===== src/design/ttip_pkg.sv =====
`default_nettype none

package ttip_pkg;

    // one character of the text stream
    typedef struct packed {
        logic [7:0] char_in;
        logic       begin_req;
    } item_t;

    // one finished conversion
    typedef struct packed {
        logic signed [31:0] value;
        logic [15:0]        consumed_count;
        logic               overflowed;
        logic               digits_found;
    } res_t;

    typedef enum logic [5:0] {
        PH_SPACE  = 6'b000001,
        PH_SIGN   = 6'b000010,
        PH_ZERO   = 6'b000100,
        PH_HEX    = 6'b001000,
        PH_DIGITS = 6'b010000,
        PH_DONE   = 6'b100000
    } phase_t;

    localparam logic [7:0] CH_TAB   = 8'h09;
    localparam logic [7:0] CH_CR    = 8'h0D;
    localparam logic [7:0] CH_SPACE = 8'h20;
    localparam logic [7:0] CH_PLUS  = 8'h2B;
    localparam logic [7:0] CH_MINUS = 8'h2D;
    localparam logic [7:0] CH_0     = 8'h30;
    localparam logic [7:0] CH_9     = 8'h39;
    localparam logic [7:0] CH_UA    = 8'h41;
    localparam logic [7:0] CH_UX    = 8'h58;
    localparam logic [7:0] CH_UZ    = 8'h5A;
    localparam logic [7:0] CH_LA    = 8'h61;
    localparam logic [7:0] CH_LX    = 8'h78;
    localparam logic [7:0] CH_LZ    = 8'h7A;

    localparam logic [5:0] RADIX_AUTO  = 6'd0;
    localparam logic [5:0] RADIX_OCT   = 6'd8;
    localparam logic [5:0] RADIX_DEC   = 6'd10;
    localparam logic [5:0] RADIX_HEX   = 6'd16;
    localparam logic [5:0] RADIX_MIN   = 6'd2;
    localparam logic [5:0] RADIX_MAX   = 6'd36;
    // no radix reaches this, so a non-digit never passes the digit < radix test
    localparam logic [5:0] DIGIT_NONE  = 6'd63;

    function automatic logic is_space(input logic [7:0] c);
        return (c == CH_SPACE) || (c >= CH_TAB && c <= CH_CR);
    endfunction

    function automatic logic [5:0] digit_of(input logic [7:0] c);
        logic [7:0] d;
        d = 8'd0;
        if (c >= CH_0 && c <= CH_9) begin
            d = c - CH_0;
        end else if (c >= CH_LA && c <= CH_LZ) begin
            d = c - CH_LA + 8'd10;
        end else if (c >= CH_UA && c <= CH_UZ) begin
            d = c - CH_UA + 8'd10;
        end else begin
            d = {2'b00, DIGIT_NONE};
        end
        return d[5:0];
    endfunction

endpackage

`default_nettype wire


===== src/design/ttip_text_if.sv =====
`default_nettype none

interface ttip_text_if;
    logic       valid;
    logic       ready;
    logic [7:0] char_in;
    logic       begin_req;

    modport source (output valid, output char_in, output begin_req, input ready);
    modport sink (input valid, input char_in, input begin_req, output ready);
endinterface

`default_nettype wire


===== src/design/ttip_result_if.sv =====
`default_nettype none

interface ttip_result_if;
    logic               valid;
    logic               ready;
    logic signed [31:0] value;
    logic [15:0]        consumed_count;
    logic               overflowed;
    logic               digits_found;

    modport source (output valid, output value, output consumed_count,
                    output overflowed, output digits_found, input ready);
    modport sink (input valid, input value, input consumed_count,
                  input overflowed, input digits_found, output ready);
endinterface

`default_nettype wire


===== src/design/ttip_cfg_if.sv =====
`default_nettype none

interface ttip_cfg_if;
    logic       valid;
    logic       ready;
    logic [5:0] radix_select;

    modport source (output valid, output radix_select, input ready);
    modport sink (input valid, input radix_select, output ready);
endinterface

`default_nettype wire


===== src/design/ttip_in_stage.sv =====
`default_nettype none

module ttip_in_stage (
    input  wire logic           clk,
    input  wire logic           rst_n,
    input  wire logic           in_valid,
    output logic                in_ready,
    input  wire ttip_pkg::item_t in_item,
    input  wire logic           step_go,
    output logic                item_valid,
    output ttip_pkg::item_t     item
);

    logic            valid_reg;
    logic            valid_next;
    ttip_pkg::item_t item_reg;

    assign in_ready   = !valid_reg || step_go;
    assign valid_next = (in_valid && in_ready) ? 1'b1 : (step_go ? 1'b0 : valid_reg);

    always_ff @(posedge clk or negedge rst_n)
    begin
        if (!rst_n)
        begin
            valid_reg <= 1'b0;
        end
        else
        begin
            valid_reg <= valid_next;
        end
    end

    always_ff @(posedge clk)
    begin
        if (in_valid && in_ready)
        begin
            item_reg <= in_item;
        end
    end

    assign item_valid = valid_reg;
    assign item       = item_reg;

endmodule

`default_nettype wire


===== src/design/ttip_step.sv =====
`default_nettype none

module ttip_step #(
    parameter int VALUE_BITS = 32,
    parameter int COUNT_BITS = 16
) (
    input  wire logic            clk,
    input  wire logic            rst_n,
    input  wire logic            step_go,
    input  wire ttip_pkg::item_t item,
    input  wire logic [5:0]      radix_select,
    output logic                 emit,
    output ttip_pkg::res_t       res
);

    localparam int PW = VALUE_BITS + 6;
    localparam int OW = (VALUE_BITS > 32) ? VALUE_BITS : 32;
    localparam int CW = (COUNT_BITS > 16) ? COUNT_BITS : 16;

    ttip_pkg::phase_t        phase_reg, phase_next;
    logic [VALUE_BITS-1:0]   mag_reg, mag_next;
    logic                    neg_reg, neg_next;
    logic                    ovf_reg, ovf_next;
    logic                    anyd_reg, anyd_next;
    logic [5:0]              wr_reg, wr_next;
    logic [COUNT_BITS-1:0]   cnt_reg, cnt_next;
    logic [COUNT_BITS-1:0]   endc_reg, endc_next;

    logic                    try_zero;
    logic                    run_digit;
    logic [5:0]              digit;
    logic [VALUE_BITS-1:0]   lim;
    logic [PW-1:0]           prod;
    logic [VALUE_BITS-1:0]   mag_out;
    logic [OW-1:0]           mag_ext;
    logic [OW-1:0]           signed_ext;
    logic [CW-1:0]           endc_ext;

    function automatic logic [COUNT_BITS-1:0] bump(input logic [COUNT_BITS-1:0] c);
        return (c == '1) ? c : c + COUNT_BITS'(1);
    endfunction

    always_comb
    begin
        if (item.begin_req)
        begin
            phase_next = ttip_pkg::PH_SPACE;
            mag_next   = '0;
            neg_next   = 1'b0;
            ovf_next   = 1'b0;
            anyd_next  = 1'b0;
            wr_next    = ttip_pkg::RADIX_AUTO;
            cnt_next   = '0;
            endc_next  = '0;
        end
        else
        begin
            phase_next = phase_reg;
            mag_next   = mag_reg;
            neg_next   = neg_reg;
            ovf_next   = ovf_reg;
            anyd_next  = anyd_reg;
            wr_next    = wr_reg;
            cnt_next   = cnt_reg;
            endc_next  = endc_reg;
        end

        try_zero  = 1'b0;
        run_digit = 1'b0;
        emit      = 1'b0;
        digit     = ttip_pkg::digit_of(item.char_in);
        lim       = '0;
        prod      = '0;

        case (phase_next)
            ttip_pkg::PH_SPACE:
            begin
                if (ttip_pkg::is_space(item.char_in))
                begin
                    cnt_next = bump(cnt_next);
                end
                else
                begin
                    wr_next = radix_select;
                    if (item.char_in == ttip_pkg::CH_MINUS || item.char_in == ttip_pkg::CH_PLUS)
                    begin
                        neg_next   = (item.char_in == ttip_pkg::CH_MINUS);
                        cnt_next   = bump(cnt_next);
                        phase_next = ttip_pkg::PH_SIGN;
                    end
                    else
                    begin
                        try_zero = 1'b1;
                    end
                end
            end
            ttip_pkg::PH_SIGN:
            begin
                try_zero = 1'b1;
            end
            ttip_pkg::PH_ZERO:
            begin
                if (item.char_in == ttip_pkg::CH_LX || item.char_in == ttip_pkg::CH_UX)
                begin
                    cnt_next   = bump(cnt_next);
                    wr_next    = ttip_pkg::RADIX_HEX;
                    phase_next = ttip_pkg::PH_HEX;
                end
                else
                begin
                    // the leading zero counts as a digit of value zero
                    if (wr_next == ttip_pkg::RADIX_AUTO)
                    begin
                        wr_next = ttip_pkg::RADIX_OCT;
                    end
                    anyd_next = 1'b1;
                    endc_next = cnt_next;
                    run_digit = 1'b1;
                end
            end
            ttip_pkg::PH_HEX, ttip_pkg::PH_DIGITS:
            begin
                run_digit = 1'b1;
            end
            default:
            begin
            end
        endcase

        if (try_zero)
        begin
            if ((wr_next == ttip_pkg::RADIX_AUTO || wr_next == ttip_pkg::RADIX_HEX)
                && item.char_in == ttip_pkg::CH_0)
            begin
                cnt_next   = bump(cnt_next);
                phase_next = ttip_pkg::PH_ZERO;
            end
            else
            begin
                if (wr_next == ttip_pkg::RADIX_AUTO)
                begin
                    wr_next = ttip_pkg::RADIX_DEC;
                end
                run_digit = 1'b1;
            end
        end

        lim  = {1'b0, {(VALUE_BITS-1){1'b1}}} + VALUE_BITS'(neg_next);
        prod = PW'(mag_next) * PW'(wr_next) + PW'(digit);

        if (run_digit)
        begin
            if (wr_next inside {[ttip_pkg::RADIX_MIN:ttip_pkg::RADIX_MAX]} && digit < wr_next)
            begin
                cnt_next = bump(cnt_next);
                if (ovf_next || prod > PW'(lim))
                begin
                    ovf_next = 1'b1;
                end
                else
                begin
                    mag_next = prod[VALUE_BITS-1:0];
                end
                anyd_next  = 1'b1;
                endc_next  = cnt_next;
                phase_next = ttip_pkg::PH_DIGITS;
            end
            else
            begin
                emit       = 1'b1;
                phase_next = ttip_pkg::PH_DONE;
            end
        end
    end

    // result fields come from the state as it stands after this character
    assign mag_out    = ovf_next ? lim : mag_next;
    assign mag_ext    = OW'(mag_out);
    assign signed_ext = neg_next ? (~mag_ext + OW'(1)) : mag_ext;
    assign endc_ext   = CW'(endc_next);

    assign res.value          = signed_ext[31:0];
    assign res.consumed_count = anyd_next ? endc_ext[15:0] : 16'd0;
    assign res.overflowed     = ovf_next;
    assign res.digits_found   = anyd_next;

    always_ff @(posedge clk or negedge rst_n)
    begin
        if (!rst_n)
        begin
            phase_reg <= ttip_pkg::PH_SPACE;
            mag_reg   <= '0;
            neg_reg   <= 1'b0;
            ovf_reg   <= 1'b0;
            anyd_reg  <= 1'b0;
            wr_reg    <= ttip_pkg::RADIX_AUTO;
            cnt_reg   <= '0;
            endc_reg  <= '0;
        end
        else if (step_go)
        begin
            phase_reg <= phase_next;
            mag_reg   <= mag_next;
            neg_reg   <= neg_next;
            ovf_reg   <= ovf_next;
            anyd_reg  <= anyd_next;
            wr_reg    <= wr_next;
            cnt_reg   <= cnt_next;
            endc_reg  <= endc_next;
        end
    end

endmodule

`default_nettype wire


===== src/design/ttip_out_stage.sv =====
`default_nettype none

module ttip_out_stage (
    input  wire logic           clk,
    input  wire logic           rst_n,
    input  wire logic           load,
    input  wire ttip_pkg::res_t res_in,
    output logic                room,
    output logic                out_valid,
    input  wire logic           out_ready,
    output ttip_pkg::res_t      res_out
);

    logic           valid_reg;
    logic           valid_next;
    ttip_pkg::res_t res_reg;

    // a step may run when the slot is free or being emptied this cycle
    assign room       = !valid_reg || out_ready;
    assign valid_next = load ? 1'b1 : (out_ready ? 1'b0 : valid_reg);

    always_ff @(posedge clk or negedge rst_n)
    begin
        if (!rst_n)
        begin
            valid_reg <= 1'b0;
        end
        else
        begin
            valid_reg <= valid_next;
        end
    end

    always_ff @(posedge clk)
    begin
        if (load)
        begin
            res_reg <= res_in;
        end
    end

    assign out_valid = valid_reg;
    assign res_out   = res_reg;

endmodule

`default_nettype wire


===== src/design/text_to_integer_parser.sv =====
// Streaming text to signed integer converter, one character per transfer.
// Path: the character that ends a result is held in the input register, and the parse
// step then loads the result register, from which the result is offered.
// Throughput: 1 character per cycle while the result register has room for the step.
// Reset: rst_n clears parse state, radix (auto) and all valid flags at once.
`default_nettype none

module text_to_integer_parser #(
    parameter int VALUE_BITS = 32,
    parameter int COUNT_BITS = 16
) (
    input  wire logic     clk,
    input  wire logic     rst_n,
    ttip_cfg_if.sink      cfg,
    ttip_text_if.sink     text,
    ttip_result_if.source result
);

    logic            cfg_fire;
    logic [5:0]      radix_select_reg;
    ttip_pkg::item_t in_item;
    ttip_pkg::item_t item;
    logic            item_valid;
    logic            step_go;
    logic            room;
    logic            emit;
    ttip_pkg::res_t  step_res;
    ttip_pkg::res_t  res_out;

    assign cfg.ready = 1'b1;
    assign cfg_fire  = cfg.valid && cfg.ready;

    always_ff @(posedge clk or negedge rst_n)
    begin
        if (!rst_n)
        begin
            radix_select_reg <= ttip_pkg::RADIX_AUTO;
        end
        else if (cfg_fire)
        begin
            radix_select_reg <= cfg.radix_select;
        end
    end

    assign in_item.char_in   = text.char_in;
    assign in_item.begin_req = text.begin_req;
    assign step_go           = item_valid && room;

    ttip_in_stage u_in (
        .clk        (clk),
        .rst_n      (rst_n),
        .in_valid   (text.valid),
        .in_ready   (text.ready),
        .in_item    (in_item),
        .step_go    (step_go),
        .item_valid (item_valid),
        .item       (item)
    );

    ttip_step #(
        .VALUE_BITS (VALUE_BITS),
        .COUNT_BITS (COUNT_BITS)
    ) u_step (
        .clk          (clk),
        .rst_n        (rst_n),
        .step_go      (step_go),
        .item         (item),
        .radix_select (radix_select_reg),
        .emit         (emit),
        .res          (step_res)
    );

    ttip_out_stage u_out (
        .clk       (clk),
        .rst_n     (rst_n),
        .load      (step_go && emit),
        .res_in    (step_res),
        .room      (room),
        .out_valid (result.valid),
        .out_ready (result.ready),
        .res_out   (res_out)
    );

    assign result.value          = res_out.value;
    assign result.consumed_count = res_out.consumed_count;
    assign result.overflowed     = res_out.overflowed;
    assign result.digits_found   = res_out.digits_found;

endmodule

`default_nettype wire

===== src/flat_wrapper.sv =====
// flat-port wrapper written by rule: the top's interface ports become plain ports
module text_to_integer_parser_flat 
#(
    parameter int VALUE_BITS = 32,
    parameter int COUNT_BITS = 16
)
  (clk, rst_n, cfg_valid, cfg_radix_select, cfg_ready, text_valid, text_char_in, text_begin_req, text_ready, result_valid, result_value, result_consumed_count, result_overflowed, result_digits_found, result_ready);
  ttip_cfg_if cfg_i ();
  ttip_text_if text_i ();
  ttip_result_if result_i ();
  input  wire logic clk;
  input  wire logic rst_n;
  input wire logic [$bits(cfg_i.valid)-1:0] cfg_valid;
  input wire logic [$bits(cfg_i.radix_select)-1:0] cfg_radix_select;
  output wire logic [$bits(cfg_i.ready)-1:0] cfg_ready;
  input wire logic [$bits(text_i.valid)-1:0] text_valid;
  input wire logic [$bits(text_i.char_in)-1:0] text_char_in;
  input wire logic [$bits(text_i.begin_req)-1:0] text_begin_req;
  output wire logic [$bits(text_i.ready)-1:0] text_ready;
  output wire logic [$bits(result_i.valid)-1:0] result_valid;
  output wire logic [$bits(result_i.value)-1:0] result_value;
  output wire logic [$bits(result_i.consumed_count)-1:0] result_consumed_count;
  output wire logic [$bits(result_i.overflowed)-1:0] result_overflowed;
  output wire logic [$bits(result_i.digits_found)-1:0] result_digits_found;
  input wire logic [$bits(result_i.ready)-1:0] result_ready;
  assign cfg_i.valid = cfg_valid;
  assign cfg_i.radix_select = cfg_radix_select;
  assign cfg_ready = cfg_i.ready;
  assign text_i.valid = text_valid;
  assign text_i.char_in = text_char_in;
  assign text_i.begin_req = text_begin_req;
  assign text_ready = text_i.ready;
  assign result_valid = result_i.valid;
  assign result_value = result_i.value;
  assign result_consumed_count = result_i.consumed_count;
  assign result_overflowed = result_i.overflowed;
  assign result_digits_found = result_i.digits_found;
  assign result_i.ready = result_ready;
  text_to_integer_parser #(.VALUE_BITS(VALUE_BITS), .COUNT_BITS(COUNT_BITS)) u_core (.clk(clk), .rst_n(rst_n), .cfg(cfg_i), .text(text_i), .result(result_i));
endmodule

===== config.mk =====
export PLATFORM = sky130hd
export DESIGN_NAME = text_to_integer_parser_flat
export DESIGN_NICKNAME = d
export VERILOG_FILES = /design/src/design/ttip_pkg.sv /design/src/design/ttip_text_if.sv /design/src/design/ttip_result_if.sv /design/src/design/ttip_cfg_if.sv /design/src/design/ttip_in_stage.sv /design/src/design/ttip_step.sv /design/src/design/ttip_out_stage.sv /design/src/design/text_to_integer_parser.sv /design/src/flat_wrapper.sv
export SDC_FILE = /design/constraint.sdc
export NUM_CORES = 1
export LEC_CHECK = 0
export BUFFER_PORTS_ARGS = -buffer_cell sky130_fd_sc_hd__clkbuf_2
export CORE_AREA = 2 2 192 213
export DETAILED_ROUTE_END_ITERATION = 6
export DIE_AREA = 0 0 194 215
export SYNTH_ARGS = -nofsm -noshare
export SYNTH_HDL_FRONTEND = slang
export SYNTH_SLANG_ARGS = --single-unit

===== constraint.sdc =====
create_clock -name clk -period 15 [get_ports clk]
set_clock_uncertainty 0.1 [all_clocks]
set_input_delay 0.75 -clock clk [delete_from_list [all_inputs] [get_ports clk]]
set_output_delay 0.75 -clock clk [all_outputs]
set_load 0.005 [all_outputs]

==> impl_metrics.env <==
export IMPL_p_leak_nw=8.73
export IMPL_grt_pass1_wl_mm=96.7
export IMPL_yosysUniqueCellTypes=114
export IMPL_clock_root_buffer="clkbuf_16"
export IMPL_post_route_min_period_ns=13.34
export IMPL_cts_buffers=17
export IMPL_seq_area_frac_synth=0.220
export IMPL_antenna_cells=0
export IMPL_start_util=0.453
export IMPL_path_max_fanout=20
export IMPL_critPathBufInv=4
export IMPL_setup_violations=0
export IMPL_rrSetupSlack_ns=1.66
export IMPL_mappedNetlistArea_um2=18000
export IMPL_grt_max_degree=50
export IMPL_critPathArrivalTime_ns=13.39
export IMPL_hold_worst_slack_ns=0.195
export IMPL_slew_viol_final=0
export IMPL_synth_edff_count=59
export IMPL_worstPathRequired_ns=15.06
export IMPL_final_common_cell="nor2_1"
export IMPL_antenna_found_initial=1
export IMPL_rsz0062_at_grt="no"
export IMPL_io_pin_count=73
export IMPL_clk_latency_ns=0.45
export IMPL_cp_top_family="compound AO/OA/AOI/OAI gates"
export IMPL_synth_nets=2409
export IMPL_status="finished clean"
export IMPL_hold_violations=0
export IMPL_r2r_start="u_core.u_in.item[2]"
export IMPL_worst_pin_slew_ns=1.01
export IMPL_fmax_mhz=75.0
export IMPL_drc=0
export IMPL_chipWidth_um=194
export IMPL_power_density_nw_per_um2=134
export IMPL_grt_use_total=0.296
export IMPL_ir_worst_vdd_mv=0.129
export IMPL_clkSlewWorstSetupHoldPaths_ns=0.07
export IMPL_first_global_vias=16788
export IMPL_htreeDepth=4
export IMPL_nets=2422
export IMPL_die_area_um2=41700
export IMPL_drive_above_1_share=0.0991
export IMPL_async_flop_share=0.596
export IMPL_tns_ns=0
export IMPL_fin_crit_sh=0.889
export IMPL_antenna_left=0
export IMPL_post_cts_buffers=0
export IMPL_via_per_inst=6.29
export IMPL_first_pass_iters=5
export IMPL_core_area_um2=39700
export IMPL_die_y_um=215
export IMPL_worstHoldPathType="input pin to asynchronous set/reset pin"
export IMPL_synth_area_per_cell_um2=8.44
export IMPL_crit_top_cell="ha_1"
export IMPL_wl_per_cell_um=22.9
export IMPL_cts_hold_buf=0
export IMPL_synthTopCellsByArea="fa_1 14%, dfrtp_1 12%, edfxtp_1 9.8%, ha_1 9.2%, nor2_1 5.5%"
export IMPL_cts_tree="yes"
export IMPL_maxCapViolCount=0
export IMPL_portBuffers=71
export IMPL_placementRows=77
export IMPL_drt_wl_total_mm=61.3
export IMPL_synth_ff_type="dfrtp_1"
export IMPL_max_slew_margin=0.327
export IMPL_slowest_delay_ns=0.74
export IMPL_ys_warn_count=0
export IMPL_gp_congestion=0.993
export IMPL_cts_resized=0
export IMPL_largest_reg_flops=50
export IMPL_syn_to_final_growth_pct=7.93
export IMPL_clock_path_buffers=2
export IMPL_rr_worst_depth=41
export IMPL_hpwl_mm=47.4
export IMPL_synth_top_area_frac=0.138
export IMPL_critical_path_slowest_cell="clkinv_1"
export IMPL_ys_ff_latch=146
export IMPL_num_vias=16813
export IMPL_r2r_end="u_core.u_out.res_out[34]"
export IMPL_end_kind="flip-flop"
export IMPL_clkSinkCount=146
export IMPL_path_class="flip-flop to flip-flop"
export IMPL_gr_total_overflow=0
export IMPL_drt_initial_drc_count=1554
export IMPL_mostFrequentLayoutCells="263 x nor2_1, 235 x nand2_1, 132 x ha_1"
export IMPL_critPathLaunchType="flip-flop"
export IMPL_syn_inst=2133
export IMPL_synth_top_area_cell="fa_1"
-- through the flow --
step	utilization	power [W]	cell area [um^2]	setup WS, ns	instances
floorplan	-	0.00161	18000	3.52	2133
global placement	0.474	0.00209	18800	2.10	2640
detailed placement	0.474	0.00211	18800	1.78	2640
CTS	0.489	0.00258	19400	1.73	2672
global route	0.489	0.00276	19400	0.719	2672
finish	0.489	0.00260	19400	1.66	2672
-- synthesized netlist by cell type (18+ instances only) --
cell type and count:
nor3_1 39, nand4_1 28, a22o_1 18, a22oi_1 23, fa_1 124, xnor2_1 48, ha_1 132, and2_1 24
nand2b_1 25, nor2_1 264, nor2b_1 32, nand3_1 50, a21o_1 31, dfrtp_1 86, nand2_1 236, a21oi_1 127
mux2i_1 22, xor2_1 31, a31oi_1 23, o21ai_0 116, inv_1 108, clkbuf_1 73, edfxtp_1 59, or3_1 18
o22ai_1 23
-- cells by family after synthesis --
group / synth area share
simple gates: 0.226
compound gates: 0.214
fa+ha+maj: 0.230
buf+inv: 0.0477
flops: 0.220
xor+xnor: 0.0394
mux: 0.0229
other cells: 0.000208
-- where the power goes --
part	internal [W]	switching, W	total [W]	leakage (nW)
Combinational	0.000498	0.00101	0.00151	6.71
Sequential	0.000547	0.0000841	0.000631	1.72
Clock	0.000275	0.000189	0.000464	0.298
Total	0.00132	0.00128	0.00260	8.73
-- metal layers --
layer,share of wire,routed length [um],global-route usage
met1,0.42,25400,0.373
met2,0.49,29700,0.505
met3,0.055,3380,0.0369
met4,0.045,2740,0.136
met5,0,0,0
-- area by class of cell --
cell class                 instances  area [um^2]
clock inverter                    12          170
multi-input combinational       1769        13200
tap                              513          642
inverter                         112          420
fill                            3906        20300
sequential                       146         3950
timing repair buffer             100          576
clock buffer                      20          457
-- worst max-delay path by stage --
stage | start | to | slack [ns] | cells past startpoint
after floorplan | u_core.u_in.item[2] | u_core.u_out.res_out[34] | 3.52 | 49
after global placement | u_core.u_in.item[2] | u_core.u_out.res_out[34] | 2.10 | 46
after detailed placement | u_core.u_in.item[2] | u_core.u_out.res_out[34] | 1.78 | 41
after CTS | u_core.u_in.item[2] | u_core.u_out.res_out[34] | 1.73 | 41
after global routing | u_core.u_in.item[2] | u_core.u_out.res_out[34] | 0.72 | 41
final | u_core.u_in.item[2] | u_core.u_out.res_out[34] | 1.66 | 41
-- worst reg2reg max path, delay by kind of cell, from the launching register on --
family	cells	cell delay (ns)
XOR/XNOR	1	0.23
flip-flops	1	0.50
adder cells (fa/ha/maj)	8	2.95
AO/OA/AOI/OAI	18	5.02
AND/OR/NAND/NOR	10	3.18
buffers and inverters	4	1.08
(Power assumes the default switching activity.)
